**src/sv/lsp_pkg.sv**
```systemverilog
package lsp_pkg;

  // Default byte limit for one load option
  localparam int unsigned MAX_BLOB_BYTES_DEF = 16384;

  // Result queue depth; the parser may push two words in one cycle
  localparam int unsigned QDEPTH = 4;

  // Result kinds
  localparam logic [1:0] KIND_DESC    = 2'd0;
  localparam logic [1:0] KIND_PATH    = 2'd1;
  localparam logic [1:0] KIND_SUMMARY = 2'd2;

  // Summary status codes
  localparam logic [1:0] STATUS_INVALID = 2'd0;
  localparam logic [1:0] STATUS_VALID   = 2'd1;
  localparam logic [1:0] STATUS_DISK    = 2'd2;

  // Device path codes
  localparam logic [7:0]  NODE_MEDIA    = 8'h04;
  localparam logic [7:0]  SUB_HARDDRIVE = 8'h01;
  localparam logic [7:0]  SUB_FILEPATH  = 8'h04;
  localparam logic [7:0]  NODE_END      = 8'h7F;
  localparam logic [7:0]  SIG_GUID      = 8'h02;
  localparam logic [15:0] HD_NODE_LEN   = 16'd42;
  localparam logic [15:0] MIN_NODE_LEN  = 16'd4;

  typedef struct packed {
    logic [1:0]  kind;
    logic [15:0] code_unit;
    logic        last_of_run;
    logic [1:0]  status;
    logic [31:0] attributes;
    logic [31:0] partition_number;
    logic [63:0] partition_start;
    logic [63:0] partition_size;
    logic [7:0]  mbr_kind;
    logic [7:0]  signature_kind;
    logic [63:0] guid_low;
    logic [63:0] guid_high;
  } result_t;

endpackage

```
**src/sv/lsp_parser.sv**
```systemverilog
module lsp_parser import lsp_pkg::*; #(
  parameter int unsigned MAX_BLOB_BYTES = MAX_BLOB_BYTES_DEF
) (
  input  logic       clk,
  input  logic       rst_n,
  input  logic       step,
  input  logic [7:0] data_byte,
  input  logic       last_byte,
  output result_t    res0,
  output result_t    res1,
  output logic [1:0] res_cnt
);

  localparam logic [1:0] PH_HEADER = 2'd0;
  localparam logic [1:0] PH_DESC   = 2'd1;
  localparam logic [1:0] PH_PATH   = 2'd2;
  localparam logic [15:0] MAX_POS  = 16'(MAX_BLOB_BYTES);

  typedef struct packed {
    logic stop;
    logic disk;
    logic fpdone;
    logic nul;
    logic over;
    logic hdnode;
    logic fpnode;
  } flags_t;

  logic [1:0]  phase_r, phase_nxt;
  logic [15:0] pos_r, pos_nxt;
  logic [15:0] poff_r, poff_nxt;
  logic [15:0] nstart_r, nstart_nxt;
  flags_t      fl_r, fl_nxt;

  logic [31:0] attr_r, attr_nxt;
  logic [15:0] plen_r, plen_nxt;
  logic [15:0] nlen_r, nlen_nxt;
  logic [7:0]  nkind_r, nkind_nxt;
  logic [7:0]  nsub_r, nsub_nxt;
  logic [7:0]  held_r, held_nxt;
  logic [31:0] pnum_r, pnum_nxt;
  logic [63:0] pstart_r, pstart_nxt;
  logic [63:0] psize_r, psize_nxt;
  logic [63:0] glow_r, glow_nxt;
  logic [63:0] ghigh_r, ghigh_nxt;
  logic [7:0]  mbr_r, mbr_nxt;
  logic [7:0]  sig_r, sig_nxt;

  logic [15:0] rel;
  logic [15:0] len_full;
  logic [16:0] node_end_sum;
  logic [15:0] unit_word;
  logic        unit_vld;
  logic [1:0]  unit_kind;
  logic        node_end;
  logic        ok;
  result_t     unit_res;
  result_t     sum_res;

  assign rel          = poff_r - nstart_r;
  assign len_full     = {data_byte, nlen_r[7:0]};
  assign node_end_sum = {1'b0, nstart_r} + {1'b0, len_full};
  assign unit_word    = {data_byte, held_r};

  // Parse one byte against the current state
  always_comb begin
    phase_nxt  = phase_r;
    pos_nxt    = pos_r;
    poff_nxt   = poff_r;
    nstart_nxt = nstart_r;
    fl_nxt     = fl_r;
    attr_nxt   = attr_r;
    plen_nxt   = plen_r;
    nlen_nxt   = nlen_r;
    nkind_nxt  = nkind_r;
    nsub_nxt   = nsub_r;
    held_nxt   = held_r;
    pnum_nxt   = pnum_r;
    pstart_nxt = pstart_r;
    psize_nxt  = psize_r;
    glow_nxt   = glow_r;
    ghigh_nxt  = ghigh_r;
    mbr_nxt    = mbr_r;
    sig_nxt    = sig_r;
    unit_vld   = 1'b0;
    unit_kind  = KIND_DESC;
    node_end   = 1'b0;
    ok         = 1'b0;
    unit_res   = '0;
    sum_res    = '0;
    res0       = '0;
    res1       = '0;
    res_cnt    = 2'd0;

    if (step) begin
      if (pos_r >= MAX_POS) begin
        fl_nxt.over = 1'b1;
      end else begin
        pos_nxt = pos_r + 16'd1;
        case (phase_r)
          PH_HEADER: begin
            if (pos_r[15:2] == 14'd0) begin
              attr_nxt[{pos_r[1:0], 3'b000} +: 8] = data_byte;
            end else if (pos_r[2:0] == 3'd4) begin
              plen_nxt[7:0] = data_byte;
            end else begin
              plen_nxt[15:8] = data_byte;
              phase_nxt      = PH_DESC;
            end
          end
          PH_DESC: begin
            if (!pos_r[0]) begin
              held_nxt = data_byte;
            end else if (unit_word == 16'd0) begin
              phase_nxt = PH_PATH;
            end else begin
              unit_vld  = 1'b1;
              unit_kind = KIND_DESC;
            end
          end
          PH_PATH: begin
            if (poff_r < plen_r) begin
              poff_nxt = poff_r + 16'd1;
              if (!fl_r.stop) begin
                if (rel == 16'd0) begin
                  nkind_nxt = data_byte;
                end else if (rel == 16'd1) begin
                  nsub_nxt = data_byte;
                end else if (rel == 16'd2) begin
                  nlen_nxt = {8'h00, data_byte};
                end else if (rel == 16'd3) begin
                  nlen_nxt = len_full;
                  // Stop the walk on a bad or terminating node
                  if (len_full < MIN_NODE_LEN || node_end_sum > {1'b0, plen_r} ||
                      nkind_r == NODE_END) begin
                    fl_nxt.stop = 1'b1;
                  end else begin
                    fl_nxt.hdnode = nkind_r == NODE_MEDIA && nsub_r == SUB_HARDDRIVE &&
                                    len_full == HD_NODE_LEN && !fl_r.disk;
                    fl_nxt.fpnode = nkind_r == NODE_MEDIA && nsub_r == SUB_FILEPATH &&
                                    !fl_r.fpdone;
                    fl_nxt.nul    = 1'b0;
                    node_end      = len_full == MIN_NODE_LEN;
                  end
                end else begin
                  // Capture the hard-drive node body
                  if (fl_r.hdnode) begin
                    if (rel[15:2] == 14'd1) begin
                      pnum_nxt[{rel[1:0], 3'b000} +: 8] = data_byte;
                    end else if (rel[15:6] == 10'd0) begin
                      case (rel[5:3])
                        3'd1: pstart_nxt[{rel[2:0], 3'b000} +: 8] = data_byte;
                        3'd2: psize_nxt[{rel[2:0], 3'b000} +: 8]  = data_byte;
                        3'd3: glow_nxt[{rel[2:0], 3'b000} +: 8]   = data_byte;
                        3'd4: ghigh_nxt[{rel[2:0], 3'b000} +: 8]  = data_byte;
                        default: ;
                      endcase
                    end
                    if (rel == 16'd40) begin
                      mbr_nxt = data_byte;
                    end
                    if (rel == 16'd41) begin
                      sig_nxt     = data_byte;
                      fl_nxt.disk = 1'b1;
                    end
                  end
                  // Pair file path bytes into units
                  if (fl_r.fpnode && !fl_r.nul) begin
                    if (!rel[0]) begin
                      held_nxt = data_byte;
                    end else if (unit_word == 16'd0) begin
                      fl_nxt.nul = 1'b1;
                    end else begin
                      unit_vld      = 1'b1;
                      unit_kind     = KIND_PATH;
                      fl_nxt.fpdone = 1'b1;
                    end
                  end
                  node_end = ({1'b0, rel} + 17'd1) == {1'b0, nlen_r};
                end
                // Advance to the next node
                if (node_end) begin
                  nstart_nxt    = nstart_r + nlen_nxt;
                  fl_nxt.hdnode = 1'b0;
                  fl_nxt.fpnode = 1'b0;
                  fl_nxt.nul    = 1'b0;
                end
              end
            end
          end
          default: ;
        endcase
      end

      unit_res.kind      = unit_kind;
      unit_res.code_unit = unit_word;

      // Build the summary from the updated state
      sum_res.kind = KIND_SUMMARY;
      if (phase_nxt != PH_HEADER) begin
        sum_res.attributes = attr_nxt;
      end
      ok = !fl_nxt.over && phase_nxt == PH_PATH && poff_nxt == plen_nxt;
      if (ok) begin
        sum_res.status = STATUS_VALID;
        if (fl_nxt.disk) begin
          sum_res.status           = STATUS_DISK;
          sum_res.partition_number = pnum_nxt;
          sum_res.partition_start  = pstart_nxt;
          sum_res.partition_size   = psize_nxt;
          sum_res.mbr_kind         = mbr_nxt;
          sum_res.signature_kind   = sig_nxt;
          if (sig_nxt == SIG_GUID) begin
            sum_res.guid_low  = glow_nxt;
            sum_res.guid_high = ghigh_nxt;
          end
        end
      end
      sum_res.last_of_run = 1'b1;

      if (last_byte) begin
        // Return to the idle state for the next blob
        phase_nxt  = PH_HEADER;
        pos_nxt    = 16'd0;
        poff_nxt   = 16'd0;
        nstart_nxt = 16'd0;
        fl_nxt     = '0;
        if (unit_vld) begin
          res0    = unit_res;
          res1    = sum_res;
          res_cnt = 2'd2;
        end else begin
          res0    = sum_res;
          res_cnt = 2'd1;
        end
      end else if (unit_vld) begin
        res0             = unit_res;
        res0.last_of_run = 1'b1;
        res_cnt          = 2'd1;
      end
    end
  end

  // Control state
  always_ff @(posedge clk) begin
    if (!rst_n) begin
      phase_r  <= PH_HEADER;
      pos_r    <= '0;
      poff_r   <= '0;
      nstart_r <= '0;
      fl_r     <= '0;
    end else begin
      phase_r  <= phase_nxt;
      pos_r    <= pos_nxt;
      poff_r   <= poff_nxt;
      nstart_r <= nstart_nxt;
      fl_r     <= fl_nxt;
    end
  end

  // Field capture registers
  always_ff @(posedge clk) begin
    attr_r   <= attr_nxt;
    plen_r   <= plen_nxt;
    nlen_r   <= nlen_nxt;
    nkind_r  <= nkind_nxt;
    nsub_r   <= nsub_nxt;
    held_r   <= held_nxt;
    pnum_r   <= pnum_nxt;
    pstart_r <= pstart_nxt;
    psize_r  <= psize_nxt;
    glow_r   <= glow_nxt;
    ghigh_r  <= ghigh_nxt;
    mbr_r    <= mbr_nxt;
    sig_r    <= sig_nxt;
  end

endmodule

```
**src/sv/lsp_result_fifo.sv**
```systemverilog
module lsp_result_fifo import lsp_pkg::*; (
  input  logic                         clk,
  input  logic                         rst_n,
  input  result_t                      push0,
  input  result_t                      push1,
  input  logic [1:0]                   push_cnt,
  input  logic                         pop,
  output result_t                      head,
  output logic                         not_empty,
  output logic [$clog2(QDEPTH+1)-1:0]  count
);

  localparam int unsigned PW = $clog2(QDEPTH);
  localparam int unsigned CW = $clog2(QDEPTH + 1);

  result_t       mem_r [QDEPTH];
  logic [PW-1:0] wr_ptr_r, wr_ptr_nxt;
  logic [PW-1:0] rd_ptr_r, rd_ptr_nxt;
  logic [CW-1:0] cnt_r, cnt_nxt;
  logic [PW-1:0] wr_ptr_p1;

  assign wr_ptr_p1 = wr_ptr_r + PW'(1);
  assign head      = mem_r[rd_ptr_r];
  assign not_empty = cnt_r != '0;
  assign count     = cnt_r;

  // Advance pointers and count
  always_comb begin
    wr_ptr_nxt = wr_ptr_r + PW'(push_cnt);
    rd_ptr_nxt = rd_ptr_r + PW'(pop);
    cnt_nxt    = cnt_r + CW'(push_cnt) - CW'(pop);
  end

  always_ff @(posedge clk) begin
    if (!rst_n) begin
      wr_ptr_r <= '0;
      rd_ptr_r <= '0;
      cnt_r    <= '0;
    end else begin
      wr_ptr_r <= wr_ptr_nxt;
      rd_ptr_r <= rd_ptr_nxt;
      cnt_r    <= cnt_nxt;
    end
  end

  // Store up to two words per cycle
  always_ff @(posedge clk) begin
    if (push_cnt != 2'd0) begin
      mem_r[wr_ptr_r] <= push0;
    end
    if (push_cnt == 2'd2) begin
      mem_r[wr_ptr_p1] <= push1;
    end
  end

endmodule

```
**src/sv/load_option_stream_parser_core.sv**
```systemverilog
// Load option stream parser.
// Input channel: one blob byte per word (in_data_byte), with in_last_byte on
// the final byte. Output channel: one result per word, kind 0 description
// unit, kind 1 file path unit, kind 2 entry summary; out_last_of_run marks
// the final result caused by one input byte (at most two per byte).
// Both channels use valid/stall; a word moves when valid is high and stall
// is low.
// An accepted byte is held in the input register, parsed when the queue has
// room for two words, and its results are written to the queue and offered.
// Throughput: one byte per cycle, set by the single-pass parse logic between
// the input register and the four-word result queue; a byte waits in the
// input register while the queue holds more than two words.
// Reset: rst_n low at a clock edge empties the input register and the queue
// and returns the parser to the start of a blob. After a summary the parser
// is back at the start of a blob as well.
// When the receiver stalls, results collect in the queue and input stall
// rises once the queue cannot take two more words.
module load_option_stream_parser_core import lsp_pkg::*; #(
  parameter int unsigned MAX_BLOB_BYTES = MAX_BLOB_BYTES_DEF
) (
  input  logic        clk,
  input  logic        rst_n,
  input  logic        in_valid,
  output logic        in_stall,
  input  logic [7:0]  in_data_byte,
  input  logic        in_last_byte,
  output logic        out_valid,
  input  logic        out_stall,
  output logic [1:0]  out_kind,
  output logic [15:0] out_code_unit,
  output logic        out_last_of_run,
  output logic [1:0]  out_status,
  output logic [31:0] out_attributes,
  output logic [31:0] out_partition_number,
  output logic [63:0] out_partition_start,
  output logic [63:0] out_partition_size,
  output logic [7:0]  out_mbr_kind,
  output logic [7:0]  out_signature_kind,
  output logic [63:0] out_guid_low,
  output logic [63:0] out_guid_high
);

  localparam int unsigned CW = $clog2(QDEPTH + 1);

  logic          in_vld_r;
  logic [7:0]    in_byte_r;
  logic          in_last_r;
  logic          consume;
  logic          pop;
  result_t       res0;
  result_t       res1;
  logic [1:0]    res_cnt;
  result_t       head;
  logic          not_empty;
  logic [CW-1:0] fifo_cnt;

  // Parse the held byte only when the queue has room for two words
  assign consume  = in_vld_r && (fifo_cnt <= CW'(QDEPTH - 2));
  assign in_stall = in_vld_r && !consume;
  assign pop      = not_empty && !out_stall;

  // Input register
  always_ff @(posedge clk) begin
    if (!rst_n) begin
      in_vld_r <= 1'b0;
    end else if (!in_stall) begin
      in_vld_r <= in_valid;
    end
  end

  always_ff @(posedge clk) begin
    if (!in_stall) begin
      in_byte_r <= in_data_byte;
      in_last_r <= in_last_byte;
    end
  end

  lsp_parser #(
    .MAX_BLOB_BYTES(MAX_BLOB_BYTES)
  ) u_parser (
    .clk       (clk),
    .rst_n     (rst_n),
    .step      (consume),
    .data_byte (in_byte_r),
    .last_byte (in_last_r),
    .res0      (res0),
    .res1      (res1),
    .res_cnt   (res_cnt)
  );

  lsp_result_fifo u_fifo (
    .clk       (clk),
    .rst_n     (rst_n),
    .push0     (res0),
    .push1     (res1),
    .push_cnt  (res_cnt),
    .pop       (pop),
    .head      (head),
    .not_empty (not_empty),
    .count     (fifo_cnt)
  );

  // Drive the result word from the queue head
  assign out_valid            = not_empty;
  assign out_kind             = head.kind;
  assign out_code_unit        = head.code_unit;
  assign out_last_of_run      = head.last_of_run;
  assign out_status           = head.status;
  assign out_attributes       = head.attributes;
  assign out_partition_number = head.partition_number;
  assign out_partition_start  = head.partition_start;
  assign out_partition_size   = head.partition_size;
  assign out_mbr_kind         = head.mbr_kind;
  assign out_signature_kind   = head.signature_kind;
  assign out_guid_low         = head.guid_low;
  assign out_guid_high        = head.guid_high;

`ifndef SYNTHESIS
  a_fifo_bound: assert property (@(posedge clk) disable iff (!rst_n)
    fifo_cnt <= CW'(QDEPTH))
    else $error("result queue overflow");

  a_pair_ends_summary: assert property (@(posedge clk) disable iff (!rst_n)
    consume && res_cnt == 2'd2 |-> res1.kind == KIND_SUMMARY && res0.kind != KIND_SUMMARY)
    else $error("second result of a byte is not a summary");

  a_summary_closes_run: assert property (@(posedge clk) disable iff (!rst_n)
    out_valid && out_kind == KIND_SUMMARY |-> out_last_of_run)
    else $error("summary without last_of_run");

  a_unit_no_status: assert property (@(posedge clk) disable iff (!rst_n)
    out_valid && out_kind != KIND_SUMMARY |-> out_status == STATUS_INVALID)
    else $error("unit result carries a status");

  a_last_pushes_summary: assert property (@(posedge clk) disable iff (!rst_n)
    consume && in_last_r |-> res_cnt != 2'd0)
    else $error("final byte produced no summary");
`endif

endmodule
```
**config.mk**
```make
export PLATFORM = sky130hd
export DESIGN_NAME = load_option_stream_parser_core
export DESIGN_NICKNAME = d
export VERILOG_FILES = /design/src/sv/lsp_pkg.sv /design/src/sv/lsp_parser.sv /design/src/sv/lsp_result_fifo.sv /design/src/sv/load_option_stream_parser_core.sv
export SDC_FILE = /design/constraint.sdc
export NUM_CORES = 2
export LEC_CHECK = 0
export BUFFER_PORTS_ARGS = -buffer_cell sky130_fd_sc_hd__buf_2
export CORE_UTILIZATION = 35
export CTS_BUF_LIST = sky130_fd_sc_hd__clkbuf_2 sky130_fd_sc_hd__clkbuf_4 sky130_fd_sc_hd__clkbuf_8
export CTS_CLUSTER_DIAMETER = 50
export DETAILED_ROUTE_END_ITERATION = 10
export PLACE_DENSITY = 0.51
export SLEW_MARGIN = 10
export SYNTH_ARGS = -nofsm -noshare
export SYNTH_HDL_FRONTEND = slang
export SYNTH_SLANG_ARGS = --single-unit
```
**constraint.sdc**
```tcl
create_clock -name clk -period 26.3 [get_ports clk]
set_input_delay 7.89 -clock clk [delete_from_list [all_inputs] [get_ports clk]]
set_output_delay 7.89 -clock clk [all_outputs]
set_load 0.05 [all_outputs]
```
# ---- Word level (Yosys, flattened, before mapping)
# Memory sizes are Yosys's and may differ from the RTL's. A register that Yosys moved wholly into a read port is not among the register bits.
# Cells that the tools add are included.
dict set report totals {
  regBits 466
  mem_bits_rw 1428
  inputBits 13
  out_inout_bits 359
  word_cells 381
  n_memories 1
}
# name words width read_ports rd_clocked_by_memory_dff write_ports line
set memory_table {}
lappend memory_table {u_fifo.mem_r 4 357 1 1 2 lsp_result_fifo.sv:16} ;# result_t mem_r [QDEPTH];
dict set report op_classes {
  add_sub_neg 14
  order_cmp 5
  n_eq_ne 57
  n_shift 6
  n_mux 223
  n_bitwise 3
  reduce_logical 42
}
# op count
set op_table {}
lappend op_table {{$mux W64} 48}
lappend op_table {{$mux W357} 7}
lappend op_table {{$mux W304} 2}
lappend op_table {{$mux W32} 14}
lappend op_table {{$mux W16} 26}
lappend op_table {{$bwmux W64} 4}
lappend op_table {{$mux W8} 32}
lappend op_table {{$mux W128} 1}
lappend op_table {{$mux W2} 36}
lappend op_table {{$bwmux W32} 2}
lappend op_table {{$shift A8 B7 Y32 const A} 2}
lappend op_table {{$shift A8 B8 Y64 const A} 1}
lappend op_table {{$shiftx A8 B7 Y32} 2}
lappend op_table {{$shiftx A8 B8 Y64} 1}
lappend op_table {{$eq A16 B6 Y1 const B} 3}
lappend op_table {{$mux W1} 39}
lappend op_table {{$reduce_and A12 Y1} 3}
lappend op_table {{$ne A3 B3 Y1 const B} 11}
lappend op_table {{$add A16 B1 Y16 const B} 2}
lappend op_table {{$eq A16 B2 Y1 const B} 2}
lappend op_table {{$logic_not A16 Y1} 2}
lappend op_table {{$mux W4} 8}
lappend op_table {{$ne A2 B2 Y1 const B} 9}
lappend op_table {{$add A16 B1 Y17 const B} 1}
lappend op_table {{53 further kinds} 92}

# ---- Logic depth before layout (Yosys ltp)
dict set report depth {
  depth_word 25
  mapped_depth 30
}

# ---- Hierarchy
# From an unflattened synthesis, not the netlist that was laid out.
dict set report unflattened {
  hier_cells 6761
  hier_area_um2 97898.9
}
# mod instances cells_per_inst area_each_um2 seq_area_each_um2
set by_module_without_submodules {}
lappend by_module_without_submodules {lsp_result_fifo 1 3494 68742.2 43021.3}
lappend by_module_without_submodules {lsp_parser 1 3249 28816.4 12912.4}
lappend by_module_without_submodules {load_option_stream_parser_core 1 18 340.3 290.3}

# ---- Worst setup path before layout
# Ideal clock, no wire load.
dict set report synth_path {
  path_kind {reg2reg}
  from {register u_fifo.cnt_r[0], in the netlist u_fifo.count[0]}
  to {register u_parser.held_r[0], enable pin}
  arrival_ns 11.575
  t_required_ns 25.921
  slack_ns 14.347
  path_stages_with_launch 7
  path_buffers 1
  synth_period_minus_slack_ns 11.953
  cell_sequence {dfxtp_1 -> a21oi_1 -> nand2_1 -> inv_2 -> buf_1 -> nand3_1 -> nor2_1}
}
dict set report synth_via {
  elab_chain_cells 3
}
# item line
set synth_rtl {}
lappend synth_rtl {{start, declared} lsp_result_fifo.sv:19} ;# logic [CW-1:0] cnt_r, cnt_nxt;
lappend synth_rtl {{start signal, assigned} lsp_result_fifo.sv:42} ;# cnt_r <= cnt_nxt;
lappend synth_rtl {{$le A3 B2 Y1} load_option_stream_parser_core.sv:58} ;# assign consume = in_vld_r && (fifo_cnt <= CW'(QDEPTH - 2));
lappend synth_rtl {{$logic_and A1 B1 Y1} load_option_stream_parser_core.sv:58}
lappend synth_rtl {{via consume} load_option_stream_parser_core.sv:48} ;# logic consume;
lappend synth_rtl {{$reduce_and A12 Y1 (no source line)} -}
lappend synth_rtl {{end signal, assigned} lsp_parser.sv:268} ;# held_r <= held_nxt;
lappend synth_rtl {{end, declared} lsp_parser.sv:40} ;# logic [7:0] held_r, held_nxt;
# The timed path passes the listed nets, and every way through them passes these cells.
# A chain may end at the register's enable or synchronous reset.

==> flow_summary_export.csv <==
group,metric,value,unit
status,status,"finished clean",
sta,drv_slew,0,
route,viasPerCell,5.36,
route,drc,0,
sta,slew_headroom,0.130,
yosys,synth-seq-area-share,0.653,
layout,nNetsFinal,6735,
clock_tree,cts.sinks,1894,
clock_tree,cts_setup_buffers,0,
clock_tree,clock-root-buffer,"clkbuf_8",
yosys,yosysWarnings,0,
hold_path,hold_class,"flop to flop",
yosys,synth_edf_count,1761,
critical_path,crit_slowest_cell,"dfxtp_4",
yosys,ys_seq_elements,1894,
floorplanning,start_util,0.353,
critical_path,worstPathArrival,5360,ps
critical_path,crit_end,"out_partition_size[11]",
pwr,irDropWorstVdd,0.0000601,V
critical_path,start_kind,"flop",
critical_path,crit_path_end_kind,"primary output",
critical_path,crit_required,18410,ps
yosys,yosys_most_used_dff,"edfxtp_1",
yosys,ys_types,89,
yosys,yosys.area_share.simple,0.120,
route,drtIter0Drc,4549,
floorplanning,core_area,0.241,mm²
route,antenna_left,0,
layout,syn2layout_area_growth,14.0,%
clock_tree,cts_tree,"done",
clock_tree,clk_latency,1100,ps
pwr,p_leak,31.3,nW
clock_tree,cts.htree.levels,5,
layout,n_fill_cell,22800,
sta,hold_viol_final,0,
sta,setup_viol,0,
floorplanning,die_x,495,µm
clock_tree,cts_resized,0,
clock_tree,cts_inserted_buffers,351,
yosys,yosysMostFrequentCell,"edfxtp_1",
floorplanning,rows,180,
route,routed_wl,270000,µm
sta,hold_ws,464,ps
grt,antenna_found_initial,15,
clock_tree,clkTransAtPathRegs,60,ps
sta,fin_skew,111,ps
sta,finalCritPeriodShare,0.504,
critical_path,cp_max_fo,81,
grt,grt_max_degree,136,
place,place_area,0.0901,mm²
hold_path,whs_path_depth,2,
yosys,netlist.top_cell.by_area,"edfxtp_1",
sta,period_minus_slack,13250,ps
sta,timing.setup.tns,0,ps
clock_tree,clk_path_buf_depth,4,
grt,first_global_vias,53700,
yosys,synthXorXnorAreaFrac,0.00928,
critical_path,slowest_delay,910,ps
place,portBuffers,371,
critical_path,crit_top_cell,"buf_4",
place,finalWeightedCongestion,0.905,
clock_tree,cts_hold_buf,0,
yosys,synth-async-reset-ratio,0,
critical_path,r2r_cells,21,
critical_path,critical_path_class,"flop to primary output",
yosys,synth_area,0.0851,mm²
grt,track_usage,0.217,
critical_path,r2r_slack,16390,ps
pwr,power.density,86.2,mW/mm²
yosys,muxShareOfSynthArea,0.124,
place,hpwlAfterDp,167000,µm
critical_path,crit_chain,"buf_4, buf_12, buf_4, mux4_2, buf_2",
yosys,synth_compound_area_frac,0.0385,
route,firstDrtPassIters,8,
floorplanning,pin_count,372,
critical_path,r2r_end,"u_fifo.mem_r[3][99]",
sta,rsz0062_at_grt,"no",
floorplanning,die-area,0.245,mm²
yosys,synth_adder_area_share,0.0159,
route,wl_per_cell,26.8,µm
layout,drive_above_1_share,0.226,
critical_path,r2r-start,"u_parser.poff_r[0]",
grt,grt_overflow_total,0,
yosys,syn_inst,6200,
yosys,avgSynthCellArea,13.7,µm²
route,vias,54000,
yosys,synth_top_cell_area_share,0.621,
run,max_cap_violations,0,
grt,grt_pass1_wl,387000,µm
critical_path,crit_path_start,"u_fifo.rd_ptr_r[0]",
yosys,syn-num-nets,6319,
layout,fin_area,0.0970,mm²
floorplanning,die_h,495,µm
yosys,synth_common_cells,"edfxtp_1 (1761), nor2_1 (1065), nor3_1 (486)",
yosys,post_synth_main_area_contributors,"edfxtp_1 (62%), mux4_2 (9.4%), nor2_1 (4.7%), dfxtp_1 (3.1%), nor3_1 (2.9%)",
sta,worstMarginPinSlew,1300,ps
sta,clock.fmax,75.5,MHz
yosys,synth_top_family_by_area,"multiplexers",
[critical path, delay by kind of cell (launching register included)]
| family | cells | cell delay, ps |
|---|---|---|
| buffers and inverters | 4 | 2430 |
| DFF | 1 | 910 |
| muxes | 1 | 620 |
[cells in the final DEF (no fill, tap or decap), types with 28 or more instances in the layout]
cell      synthesis  routed
nand2b_1         30      30
dfxtp_1         133     131
buf_4            10      91
buf_2           160     371
clkinv_2          0      30
inv_1           371     367
a21oi_1         166     165
nand2_1         244     244
clkbuf_8          0     358
xnor2_1          53      53
nor2_1         1065    1061
mux2i_1         233     233
mux4_2          357     357
clkinv_1          1      59
nor3_1          486     484
xor2_1           32      32
a21o_1           28      28
clkbuf_4          0     119
a22o_1           64      64
nor2b_1          38      37
edfxtp_1       1761    1761
inv_2            30      29
nand3_1          56      56
ha_1            102     102
o21ai_0          91      91
nand4_1          39      39
nor3_2           74      76
[worst min-delay path by stage]
stage	startpoint	end
after floorplan	u_fifo.mem_r[2][355]	u_fifo.mem_r[2][355]
after global routing	u_fifo.mem_r[2][346]	u_fifo.mem_r[2][346]
after detailed placement	u_fifo.mem_r[1][355]	u_fifo.mem_r[1][355]
after CTS	u_fifo.mem_r[1][355]	u_fifo.mem_r[1][355]
after global placement	u_fifo.mem_r[3][355]	u_fifo.mem_r[3][355]
final	u_fifo.mem_r[1][355]	u_fifo.mem_r[1][355]
[final cells by class]
cell class                 instances  area, µm²  area share
antenna                            7       17.5    0.000181
inverter                         402       1550      0.0159
tap                             3185       3990      0.0411
clock inverter                   129       1080      0.0111
sequential                      1894      55600       0.573
clock buffer                     477       5820      0.0600
timing repair buffer             473       2760      0.0285
multi-input combinational       3494      26200       0.270
[report_power, final]
part           switching [mW]  internal [mW]  total, mW
combinational            1.45          0.559       2.01
clock                    1.27           1.60       2.86
sequential             0.0616           3.43       3.50
total                    2.77           5.59       8.37
[sequential cells by signal, summed over array words and instances (netlist names), 16 cells and up]
| signal | flops |
|---|---|
| u_fifo.mem_r | 1428 |
| u_parser.ghigh_r | 64 |
| u_parser.attr_r | 32 |
| u_parser.pos_r | 16 |
| u_parser.nlen_r | 16 |
| u_parser.nstart_r | 16 |
| u_parser.pstart_r | 64 |
| u_parser.poff_r | 16 |
| u_parser.psize_r | 64 |
| u_parser.pnum_r | 32 |
| u_parser.plen_r | 16 |
| u_parser.glow_r | 64 |
[routing by layer]
metal | part of all wire | track usage | vias to the layer above
li1 | - | - | 23800
met1 | 0.43 | 0.296 | 27600
met2 | 0.45 | 0.334 | 2047
met3 | 0.075 | 0.0509 | 495
met4 | 0.040 | 0.0873 | 2
met5 | 0.000048 | 0 | -
[kinds of logic after synthesis]
family | count (synthesis)
flip-flops | 1894
XOR/XNOR | 87
multiplexers | 607
AO/OA/AOI/OAI | 499
buffers and inverters | 812
AND/OR/NAND/NOR | 2195
adder cells (fa/ha/maj) | 106
[through the flow]
step | worst slack (ps) | instances | utilization | total power [mW]
final | 13050 | 10100 | 0.402 | 8.37
after global routing | 12480 | 10100 | 0.402 | 8.66
after CTS | 12770 | 10100 | 0.402 | 8.45
after detailed placement | 13940 | 9448 | 0.373 | 5.58
after global placement | 14010 | 9448 | 0.373 | 5.57
after floorplan | 14350 | 6200 | - | 5.07
Note: power is estimated with default switching activity, not from simulation.
